==> config.mk <==
export PLATFORM = sky130hd
export DESIGN_NAME = ordered_list_insert_remove
export DESIGN_NICKNAME = d
export VERILOG_FILES = /design/src/sv/olir_pkg.sv /design/src/sv/olir_ram.sv /design/src/sv/ordered_list_insert_remove.sv
export SDC_FILE = /design/constraint.sdc
export NUM_CORES = 1
export LEC_CHECK = 0
export BUFFER_PORTS_ARGS = -buffer_cell sky130_fd_sc_hd__buf_2
export CAP_MARGIN = 20
export CORE_UTILIZATION = 55
export DETAILED_ROUTE_END_ITERATION = 7
export PLACE_DENSITY = 0.76
export SLEW_MARGIN = 30
export SYNTH_ARGS = -nofsm -noshare
export SYNTH_HDL_FRONTEND = slang
export SYNTH_SLANG_ARGS = --single-unit
==> constraint.sdc <==
create_clock -name clk_i -period 2.6 [get_ports clk_i]
set_input_delay 0.26 -clock clk_i [delete_from_list [all_inputs] [get_ports clk_i]]
set_output_delay 0.26 -clock clk_i [all_outputs]
set_load 0.005 [all_outputs]
==> src/sv/olir_pkg.sv <==
// ----------------------------------------------------------------------------
// Ordered list insert/remove: shared package
// Types, widths and defaults used by the list block and its storage.
// ----------------------------------------------------------------------------
package olir_pkg;

  localparam int CAPACITY_DEF = 16;

  localparam int POS_W    = 5;
  localparam int BASE_W   = 8;
  localparam int HEIGHT_W = 8;
  localparam int ENTRY_W  = BASE_W + HEIGHT_W;
  localparam int STATUS_W = 2;
  localparam int LEN_W    = 5;

  typedef enum logic {
    MODE_INSERT = 1'b0,
    MODE_REMOVE = 1'b1
  } mode_e;

  typedef enum logic [STATUS_W-1:0] {
    ST_DONE      = 2'd0,
    ST_REFUSED   = 2'd1,
    ST_NOT_FOUND = 2'd2
  } status_e;

  typedef enum logic [3:0] {
    S_IDLE,
    S_INS_RD,
    S_INS_WR,
    S_INS_PUT,
    S_REM_RD,
    S_REM_CMP,
    S_SHF_RD,
    S_SHF_WR,
    S_FIN
  } state_e;

endpackage

==> src/sv/olir_ram.sv <==
// ----------------------------------------------------------------------------
// Ordered list insert/remove: generic RAM
// One write port and one read port with a registered read.
// ----------------------------------------------------------------------------
module olir_ram #(
  parameter int WIDTH = 16,
  parameter int DEPTH = 16
) (
  input  logic                     clk_i,
  input  logic                     we_i,
  input  logic [$clog2(DEPTH)-1:0] waddr_i,
  input  logic [WIDTH-1:0]         wdata_i,
  input  logic [$clog2(DEPTH)-1:0] raddr_i,
  output logic [WIDTH-1:0]         rdata_o
);

  logic [WIDTH-1:0] mem_q [DEPTH];
  logic [WIDTH-1:0] rdata_q;

  always_ff @(posedge clk_i) begin
    if (we_i) begin
      mem_q[waddr_i] <= wdata_i;
    end
    rdata_q <= mem_q[raddr_i];
  end

  assign rdata_o = rdata_q;

endmodule

==> src/sv/ordered_list_insert_remove.sv <==
// ----------------------------------------------------------------------------
// Ordered list insert/remove: top level
// Operation: an insert at p moves each entry from p up one slot (a read state
// and a write state each), then writes the new entry; a remove scans for the key
// and shifts later entries down; a refused insert goes straight to the result.
// One item at a time: no new item is taken until the result is in the output.
// Reset: the length, state and output valid clear asynchronously; entries hold.
// ----------------------------------------------------------------------------
module ordered_list_insert_remove #(
  parameter int CAPACITY = olir_pkg::CAPACITY_DEF
) (
  input  logic        clk_i,
  input  logic        rst_ni,
  input  logic        s_axis_tvalid,
  output logic        s_axis_tready,
  input  logic [23:0] s_axis_tdata,  // position[4:0], key_base[12:5], entry_height[20:13]
  input  logic        s_axis_tuser,  // mode
  output logic        m_axis_tvalid,
  input  logic        m_axis_tready,
  output logic [7:0]  m_axis_tdata   // status[1:0], list_length[6:2]
);

  localparam int AW = $clog2(CAPACITY);
  localparam int CW = $clog2(CAPACITY + 1);
  localparam int PW = (CW > olir_pkg::POS_W) ? CW : olir_pkg::POS_W;
  localparam int LW = (CW > olir_pkg::LEN_W) ? CW : olir_pkg::LEN_W;

  olir_pkg::state_e  state_q, state_d;
  olir_pkg::status_e st_q, st_d;
  logic [CW-1:0] count_q, count_d;
  logic [CW-1:0] idx_q, idx_d;
  logic [CW-1:0] pos_q, pos_d;
  logic [olir_pkg::BASE_W-1:0]   key_q, key_d;
  logic [olir_pkg::HEIGHT_W-1:0] hgt_q, hgt_d;
  logic       m_valid_q, m_valid_d;
  logic [7:0] m_data_q, m_data_d;

  logic [olir_pkg::POS_W-1:0]    pos_in;
  logic [olir_pkg::BASE_W-1:0]   key_in;
  logic [olir_pkg::HEIGHT_W-1:0] hgt_in;
  logic [PW-1:0] pos_ext, cnt_ext;
  logic [LW-1:0] len_ext;
  logic accept, ins_bad, is_remove, out_free, rem_hit, idx_end;
  logic [CW-1:0] idx_inc, idx_dec;

  logic ram_we;
  logic [AW-1:0] ram_waddr, ram_raddr;
  logic [olir_pkg::ENTRY_W-1:0] ram_wdata, ram_rdata;

  assign pos_in    = s_axis_tdata[4:0];
  assign key_in    = s_axis_tdata[12:5];
  assign hgt_in    = s_axis_tdata[20:13];
  assign pos_ext   = PW'(pos_in);
  assign cnt_ext   = PW'(count_q);
  assign len_ext   = LW'(count_q);
  assign accept    = s_axis_tvalid && s_axis_tready;
  assign is_remove = (s_axis_tuser == olir_pkg::MODE_REMOVE);
  assign ins_bad   = (pos_ext > cnt_ext) || (count_q == CW'(CAPACITY));
  assign out_free  = !m_valid_q || m_axis_tready;
  assign idx_inc   = idx_q + CW'(1);
  assign idx_dec   = idx_q - CW'(1);
  assign rem_hit   = (ram_rdata[olir_pkg::BASE_W-1:0] == key_q);
  assign idx_end   = !(idx_inc < count_q);

  always_comb begin
    state_d = state_q;
    unique case (state_q)
      olir_pkg::S_IDLE: begin
        if (accept) begin
          if (is_remove) begin
            state_d = (count_q == '0) ? olir_pkg::S_FIN : olir_pkg::S_REM_RD;
          end else if (ins_bad) begin
            state_d = olir_pkg::S_FIN;
          end else begin
            state_d = (cnt_ext > pos_ext) ? olir_pkg::S_INS_RD : olir_pkg::S_INS_PUT;
          end
        end
      end
      olir_pkg::S_INS_RD:  state_d = olir_pkg::S_INS_WR;
      olir_pkg::S_INS_WR: begin
        state_d = (idx_dec > pos_q) ? olir_pkg::S_INS_RD : olir_pkg::S_INS_PUT;
      end
      olir_pkg::S_INS_PUT: state_d = olir_pkg::S_FIN;
      olir_pkg::S_REM_RD:  state_d = olir_pkg::S_REM_CMP;
      olir_pkg::S_REM_CMP: begin
        if (rem_hit) begin
          state_d = idx_end ? olir_pkg::S_FIN : olir_pkg::S_SHF_RD;
        end else begin
          state_d = idx_end ? olir_pkg::S_FIN : olir_pkg::S_REM_RD;
        end
      end
      olir_pkg::S_SHF_RD:  state_d = olir_pkg::S_SHF_WR;
      olir_pkg::S_SHF_WR:  state_d = idx_end ? olir_pkg::S_FIN : olir_pkg::S_SHF_RD;
      olir_pkg::S_FIN:     state_d = out_free ? olir_pkg::S_IDLE : olir_pkg::S_FIN;
      default:             state_d = olir_pkg::S_IDLE;
    endcase
  end

  always_comb begin
    st_d      = st_q;
    count_d   = count_q;
    idx_d     = idx_q;
    pos_d     = pos_q;
    key_d     = key_q;
    hgt_d     = hgt_q;
    m_valid_d = m_valid_q && !m_axis_tready;
    m_data_d  = m_data_q;
    ram_we    = 1'b0;
    ram_waddr = idx_q[AW-1:0];
    ram_wdata = ram_rdata;
    ram_raddr = idx_q[AW-1:0];
    unique case (state_q)
      olir_pkg::S_IDLE: begin
        if (accept) begin
          key_d = key_in;
          hgt_d = hgt_in;
          pos_d = pos_ext[CW-1:0];
          if (is_remove) begin
            idx_d = '0;
            st_d  = olir_pkg::ST_NOT_FOUND;
          end else begin
            idx_d = count_q;
            st_d  = ins_bad ? olir_pkg::ST_REFUSED : olir_pkg::ST_DONE;
          end
        end
      end
      olir_pkg::S_INS_RD: begin
        ram_raddr = idx_dec[AW-1:0];
      end
      olir_pkg::S_INS_WR: begin
        ram_we = 1'b1;
        idx_d  = idx_dec;
      end
      olir_pkg::S_INS_PUT: begin
        ram_we    = 1'b1;
        ram_waddr = pos_q[AW-1:0];
        ram_wdata = {hgt_q, key_q};
        count_d   = count_q + CW'(1);
      end
      olir_pkg::S_REM_RD: begin
      end
      olir_pkg::S_REM_CMP: begin
        if (rem_hit) begin
          st_d    = olir_pkg::ST_DONE;
          count_d = count_q - CW'(1);
        end else begin
          idx_d = idx_inc;
        end
      end
      olir_pkg::S_SHF_RD: begin
        ram_raddr = idx_inc[AW-1:0];
      end
      olir_pkg::S_SHF_WR: begin
        ram_we = 1'b1;
        idx_d  = idx_inc;
      end
      olir_pkg::S_FIN: begin
        if (out_free) begin
          m_valid_d = 1'b1;
          m_data_d  = {1'b0, len_ext[olir_pkg::LEN_W-1:0], st_q};
        end
      end
      default: begin
      end
    endcase
  end

  always_ff @(posedge clk_i or negedge rst_ni) begin
    if (!rst_ni) begin
      state_q   <= olir_pkg::S_IDLE;
      count_q   <= '0;
      m_valid_q <= 1'b0;
    end else begin
      state_q   <= state_d;
      count_q   <= count_d;
      m_valid_q <= m_valid_d;
    end
  end

  always_ff @(posedge clk_i) begin
    st_q     <= st_d;
    idx_q    <= idx_d;
    pos_q    <= pos_d;
    key_q    <= key_d;
    hgt_q    <= hgt_d;
    m_data_q <= m_data_d;
  end

  olir_ram #(
    .WIDTH(olir_pkg::ENTRY_W),
    .DEPTH(CAPACITY)
  ) u_slots (
    .clk_i  (clk_i),
    .we_i   (ram_we),
    .waddr_i(ram_waddr),
    .wdata_i(ram_wdata),
    .raddr_i(ram_raddr),
    .rdata_o(ram_rdata)
  );

  assign s_axis_tready = (state_q == olir_pkg::S_IDLE);
  assign m_axis_tvalid = m_valid_q;
  assign m_axis_tdata  = m_data_q;

  a_count_bound: assert property (@(posedge clk_i) disable iff (!rst_ni)
    count_q <= CW'(CAPACITY))
    else $error("list length exceeds capacity");

  a_busy_after_accept: assert property (@(posedge clk_i) disable iff (!rst_ni)
    accept |=> !s_axis_tready)
    else $error("block ready again right after taking an item");

  a_write_when_busy: assert property (@(posedge clk_i) disable iff (!rst_ni)
    ram_we |-> (state_q != olir_pkg::S_IDLE && state_q != olir_pkg::S_FIN))
    else $error("entry store written outside an operation");

  a_count_steady_idle: assert property (@(posedge clk_i) disable iff (!rst_ni)
    (state_q == olir_pkg::S_IDLE) |=> (count_q == $past(count_q)))
    else $error("list length changed while idle");

endmodule
==> results of run 1 <==
-- cells in the mapped netlist, types with 3 or more instances --
library cell  number  share of area [%]
mux4_2            25                7.4
ha_1              19                3.1
nand2b_1           3               0.25
a31oi_1            6               0.49
nor2b_1            4               0.33
clkbuf_1           7               0.35
nor4_1             3               0.25
buf_2              7               0.46
o211ai_1          10               0.99
and3_1             4               0.33
xor2_1             5               0.58
nand2_1           26                1.3
buf_1              4               0.20
nor3b_1            3               0.30
a21o_1             4               0.39
inv_1             24                1.2
xnor2_1           15                1.7
edfxtp_1         155                 61
mux2_2            16                2.4
dfrtp_1           10                3.3
o21ai_0            9               0.59
a21oi_1           11               0.72
nand3_1            6               0.39
nor2_1            33                1.6
nor3_1             5               0.33
a22oi_1           11                1.1
dfxtp_1            8                2.1
mux2i_1           19                2.5
-- power by group through the flow --
stage,Sequential [mW],Combinational (mW),Clock [mW]
floorplan,3.68,1.16,0
CTS,3.66,1.80,2.44
global placement,3.71,1.67,0
finish,3.66,1.96,2.41
detailed placement,3.72,1.77,0
global route,3.67,2.09,2.54
-- final timing paths --
path / cells after the start / slack [ns] / endpoint
max: 6 / -0.02 / u_slots.mem_q[8][3]$_DFFE_PP_
min: 1 / 0.02 / pos_q[4]$_DFFE_PP_
max reg2reg: 6 / -0.02 / u_slots.mem_q[8][3]$_DFFE_PP_
min reg2reg: 0 / 0.43 / m_axis_tdata[0]$_DFFE_PP_
max in group asynchronous: 2 / 2.17 / m_axis_tvalid$_DFF_PN0_
min in group asynchronous: 2 / 0.23 / cnt_ext[4]$_DFFE_PN0P_
-- sequential cells by signal, indices dropped and copies added (netlist names) --
| name | count |
|---|---|
| idx_q | 5 |
| m_axis_tvalid | 1 |
| u_slots.mem_q | 128 |
| key_q | 8 |
| pos_q | 5 |
| u_slots.rdata_o | 8 |
| m_axis_tdata | 7 |
| cnt_ext | 5 |
| st_q | 2 |
| state_q | 4 |
-- logic make-up after synthesis --
group | synth area share, %
other | 0.0493
AOI/OAI and AO/OA | 5.77
DFF | 66.6
buffers and inverters | 2.53
xor gates and xnor gates | 2.30
adders and majority gates | 3.39
muxes | 12.3
and+or+nand+nor | 7.09
-- stage by stage --
| stage | hold WS (ns) | utilization, % | total power [mW] | worst slack (ns) | TNS (ns) |
|---|---|---|---|---|---|
| CTS | 0.00328 | 65.7 | 7.90 | 0.000353 | 0 |
| global placement | 0.134 | 61.2 | 5.38 | 0.0387 | 0 |
| finish | 0.0192 | 67.1 | 8.02 | -0.0201 | -0.130 |
| global route | 0.00757 | 67.1 | 8.30 | -0.122 | -2.30 |
| floorplan | -0.0356 | - | 4.84 | -0.0641 | -1.74 |
| detailed placement | 0.145 | 61.2 | 5.49 | -0.0119 | -0.0890 |
-- layout by cell type (no fill, tap or decap), drive strengths merged, types with 2 or more instances in the layout --
cell         synthesis  layout
edfxtp             155     155
buf                 14      63
nor2                33      33
nand2               27      27
inv                 24      27
mux4                25      25
clkbuf               7      22
mux2i               19      19
ha                  19      19
mux2                16      16
xnor2               15      15
a21oi               11      11
a22oi               11      11
o211ai              10      10
dfrtp               10      10
o21ai                9       9
dfxtp                8       8
clkinv               0       8
nand3                6       6
a31oi                6       6
xor2                 5       5
nor3                 5       5
and3                 4       4
nor2b                4       4
a21o                 4       4
nor4                 3       3
nand2b               3       3
nor3b                3       3
nand4bb              2       2
o21a                 2       2
or4                  2       2
or3                  2       2
or2                  2       2
a32oi                2       2
dlygate4sd3          0       2
or4b                 2       2
nor4b                2       2
a221oi               2       2
-- metal layers --
metal,global-route usage (%),vias up
met5,0,-
met4,10.4,0
met3,4.47,17
met2,38.2,170
met1,32.3,2272
li1,-,2019
-- final cells by class --
type	count	share of cell area (%)
repair buffers	68	6.39
flip-flops and latches	173	56.5
clock buffers	19	5.05
multi-input cells	270	27.3
well taps	176	2.46
clock inverters	13	1.28
inverters	24	1.01
-- repair_timing --
item,in CTS,in global routing
pin swaps,0,1
buffers inserted,0,6
gates resized for setup,2,15
gates cloned,0,3
hold buffers,2,0
endpoints found under the setup margin,8,49
endpoints found under the hold margin,11,0
==> flow_summary_export.csv, run 1 <==
group,metric,value,unit
grt,antenna_found_initial,0,
timing,slew_viol_final,0,
worst_setup_path,crit_chain,"buf_4, nor2_1, and3_1, buf_4, a31oi_1, nor2_1",
timing,period_minus_slack,2.62,ns
worst_setup_path,crit_path_max_fanout,17,
final_layout,syn_to_final_growth,17.8,%
timing,max_freq,0.382,GHz
grt,grt_max_degree,22,
routing,wirelength,16.6,mm
die,initial_utilization,57.0,%
routing,first_iter_violations,423,
routing,met1Wirelength,7.12,mm
die,placeableCoreArea,0.0133,mm^2
placed_design,gp_congestion,0.883,
synth,async_flop_share,5.78,%
worst_setup_path,critPathLaunchType,"flip-flop",
timing,skew,0.0126,ns
final_layout,design_area,0.00896,mm^2
synth,syn_inst,488,
worst_setup_path,critPathLaunch,"state_q[2]$_DFFE_PN0P_",
timing,worstMarginPinSlew,0.884,ns
synth,ys_ff_latch,173,
pwr,p_seq_share,45.6,%
run,maxCapViolCount,0,
status,violations,"setup timing",
worst_setup_path,crit_family,"simple AND/OR/NAND/NOR gates",
hold_path,hp-start,"s_axis_tdata[4]",
cts,cts_buffer_depth,2,
routing,routed.top_layer,"met4",
pwr,p_sw_share,28.6,%
pwr,clockPowerShare,30.0,%
worst_setup_path,worst_ep_required_time,2.64,ns
pwr,p_leak,3.26,nW
timing,fin_crit_sh,101,%
die,die_area,0.0143,mm^2
synth,avgSynthCellArea,15.6,um^2
pwr,comb_power_share,24.4,%
timing,slew_headroom,40.8,%
synth,ys_warn_count,0,
grt,overflow,0,
final_layout,fin_cells,743,
synth,synth-edff-count,155,
final_layout,drive_gt1_share,28.6,%
synth,synthFlopType,"edfxtp_1",
cts,clock_sinks,173,
cts,cts_root_buf,"clkbuf_16",
pwr,power_density,895,mW/mm^2
die,rows,42,
die,die_w,120,um
final_layout,fillerInstances,886,
timing,rsz0062_at_grt,"true",
placed_design,io_buffers,26,
worst_setup_path,slowest_delay,0.76,ns
status,status,"finished with violations",
timing,setup_viol,8,
die,io_pins,39,
worst_setup_path,crit_type,"flip-flop to flip-flop",
die,die_h,120,um
routing,wl_met3,991,um
worst_setup_path,cp-end-kind,"flip-flop",
routing,wl_met2,8.25,mm
worst_setup_path,rr_startpoint,"state_q[2]$_DFFE_PN0P_",
synth,synth_fp_nets,537,
worst_setup_path,cp.buffers_inverters,2,
hold_path,hp-class,"input pin to flip-flop",
pwr,p_int,5.73,mW
final_layout,final-seq-area,0.00506,mm^2
timing,timing.final.ws_setup,-0.0201,ns
synth,syn_area,0.00761,mm^2
placed_design,dp_hpwl,10.5,mm
cts,cts.clk_slew.worst_paths,0.06,ns
cts,cts_tree,"done",
grt,track_usage,23.9,%
placed_design,placed_cells,700,
final_layout,n_antenna_cell,0,
final_layout,multi_input_area,0.00245,mm^2
routing,wl_per_cell,22.3,um
cts,clk_latency,0.43,ns
grt,grt_pass1_vias,4461,
cts,cts_made_buffers,17,
grt,grt_pass1_wl,24.5,mm
pwr,peakVddDrop,0.000561,V
routing,viasPerCell,6.03,
placed_design,place_area,0.00817,mm^2
cts,cts_max_level,4,
routing,ant_nets,0,
worst_setup_path,worstPathArrival,2.66,ns
synth,synth_cell_types,55,
worst_setup_path,crit_slowest_cell,"nor2_1",
timing,hold_viol_final,0,
pwr,p_switching,2.29,mW
final_layout,fin_nets,603,
routing,vias,4478,
routing,dr.pass1.iters,5,
synth,ys_seq_area_share,66.6,%
routing,drc,0,
No activity file was read; power rests on OpenSTA's default activity.
==> inputs of run 2 (changes only) <==
--- a/config.mk
+++ b/config.mk
@@ -10,7 +10,7 @@
 export CORE_UTILIZATION = 55
 export DETAILED_ROUTE_END_ITERATION = 7
 export PLACE_DENSITY = 0.76
-export SLEW_MARGIN = 30
+export SLEW_MARGIN = 15
 export SYNTH_ARGS = -nofsm -noshare
 export SYNTH_HDL_FRONTEND = slang
 export SYNTH_SLANG_ARGS = --single-unit
==> constraint.sdc (replaced) <==
create_clock -name clk_i -period 2.6 [get_ports clk_i]
set_input_delay 0.26 -clock clk_i [delete_from_list [all_inputs] [get_ports clk_i]]
set_output_delay 0.26 -clock clk_i [all_outputs]
set_load 0.05 [all_outputs]
==> flow_summary_export.csv, run 2 (synthesis gave the netlist of run 1 again) <==
group,metric,value,unit
final_layout,fillerInstances,883,
routing,dr.pass1.iters,7,
timing,max_freq,0.392,GHz
worst_setup_path,worstPathArrival,2.86,ns
final_layout,final_core_util,67.4,%
die,rows,42,
routing,wl_per_cell,22.2,um
die,initial_utilization,57.0,%
routing,first_iter_violations,484,
grt,grt_pass1_vias,4492,
worst_setup_path,cp.buffers_inverters,2,
final_layout,largest-register,"u_slots.mem_q",
final_layout,layout_common_cells,"155 x edfxtp_1, 39 x buf_4, 26 x nand2_1, 26 x buf_2, 25 x mux4_2",
final_layout,final_common_cell,"edfxtp_1",
final_layout,largest_register_ffs,128,
worst_setup_path,crit_path_max_fanout,5,
timing,worstMarginPinSlew,0.917,ns
worst_setup_path,critPathLaunchType,"flip-flop",
placed_design,io_buffers,26,
status,status,"completed",
worst_setup_path,cp-end-kind,"flip-flop",
pwr,p_leak,3.26,nW
routing,viasPerCell,6.11,
worst_setup_path,crit_slowest_cell,"or4b_4",
timing,skew,0.00847,ns
cts,cts_max_level,4,
run,maxCapViolCount,0,
worst_setup_path,worst_ep_required_time,2.91,ns
timing,slew_headroom,38.6,%
worst_setup_path,crit_top_cell,"mux2i_1",
cts,cts_tree,"done",
timing,hold_viol_final,0,
grt,grt_max_degree,20,
timing,slew_viol_final,0,
grt,overflow,0,
routing,wirelength,16.6,mm
timing,setup_viol,0,
routing,vias,4580,
pwr,power_density,929,mW/mm^2
final_layout,n_antenna_cell,0,
die,die_area,0.0143,mm^2
cts,cts_buffer_depth,2,
routing,ant_nets,0,
worst_setup_path,crit_type,"flip-flop to flip-flop",
final_layout,syn_to_final_growth,18.2,%
cts,clk_latency,0.42,ns
timing,rsz0062_at_grt,"true",
grt,antenna_found_initial,0,
worst_setup_path,crit_chain,"or4b_4, nand2_4, xnor2_4, clkbuf_16, buf_4, mux4_2, mux2i_1, mux2i_1",
worst_setup_path,slowest_delay,0.59,ns
final_layout,drive_gt1_share,29.7,%
die,die_w,120,um
final_layout,fin_nets,609,
hold_path,hp-class,"input pin to flip-flop",
die,die_h,120,um
cts,cts_made_buffers,17,
timing,fin_crit_sh,98.1,%
routing,drc,0,
cts,cts.clk_slew.worst_paths,0.07,ns
cts,clock_sinks,173,
worst_setup_path,crit_family,"multiplexers",
die,io_pins,39,
placed_design,gp_congestion,0.866,
pwr,peakVddDrop,0.000596,V
pwr,total_power,8.36,mW
die,placeableCoreArea,0.0133,mm^2
grt,track_usage,23.7,%
placed_design,dp_hpwl,10.2,mm
cts,cts_root_buf,"clkbuf_16",
timing,period_minus_slack,2.55,ns
grt,grt_pass1_wl,24.8,mm
[run 2: metal layers]
layer	GRT usage [%]	wire length, um	vias up	part of all wire, %
li1	-	-	2031	-
met1	32.9	7050	2327	42
met2	37.3	8180	199	49
met3	5.09	1070	23	6.4
met4	8.59	316	0	1.9
met5	0	0	-	0
[run 2: timing repair]
action,CTS,global route
hold buffers,2,0
hold endpoints to repair,11,0
setup endpoints to repair,16,86
cloned,0,3
gates resized for setup,0,18
pin swaps,0,2
buffers inserted,0,7
[run 2: final timing paths]
check / start / end / slack [ns] / cells past startpoint
min in group asynchronous: rst_ni / cnt_ext[4]$_DFFE_PN0P_ / 0.24 / 2
min reg2reg: st_q[0]$_SDFFCE_PP0P_ / m_axis_tdata[0]$_DFFE_PP_ / 0.43 / 0
max reg2reg: state_q[2]$_DFFE_PN0P_ / u_slots.rdata_o[7]$_DFF_P_ / 0.05 / 8
max: state_q[2]$_DFFE_PN0P_ / u_slots.rdata_o[7]$_DFF_P_ / 0.05 / 8
min: s_axis_tdata[9] / key_q[4]$_DFFE_PP_ / 0.02 / 1
max in group asynchronous: rst_ni / cnt_ext[1]$_DFFE_PN0P_ / 2.17 / 2
[run 2: where the power goes]
part / total [mW] / internal (mW) / switching, mW
Sequential: 3.66 / 3.54 / 0.119
Combinational: 2.13 / 0.820 / 1.31
Clock: 2.57 / 1.51 / 1.05
Total: 8.36 / 5.88 / 2.48
[run 2: cell type report]
type | instances | area (um^2) | area share, %
multi-input combinational | 270 | 2450 | 27.3
sequential | 173 | 5060 | 56.3
clock inverter | 14 | 168 | 1.86
tap | 176 | 220 | 2.45
clock buffer | 18 | 429 | 4.77
timing repair buffer | 74 | 567 | 6.30
inverter | 24 | 90.1 | 1.00
[run 2: through the flow]
stage / setup TNS [ns] / hold slack [ns] / setup slack, ns / std cells / instance area (um^2)
detailed placement: -0.265 / 0.138 / -0.0221 / 705 / 8190
finish: 0 / 0.0187 / 0.0482 / 749 / 8990
global placement: 0 / 0.129 / 0.00779 / 705 / 8190
floorplan: -0.309 / -0.0356 / -0.118 / 488 / 7620
CTS: -0.498 / 0.00977 / -0.0367 / 739 / 8800
global route: -7.55 / 0.00682 / -0.170 / 749 / 8990
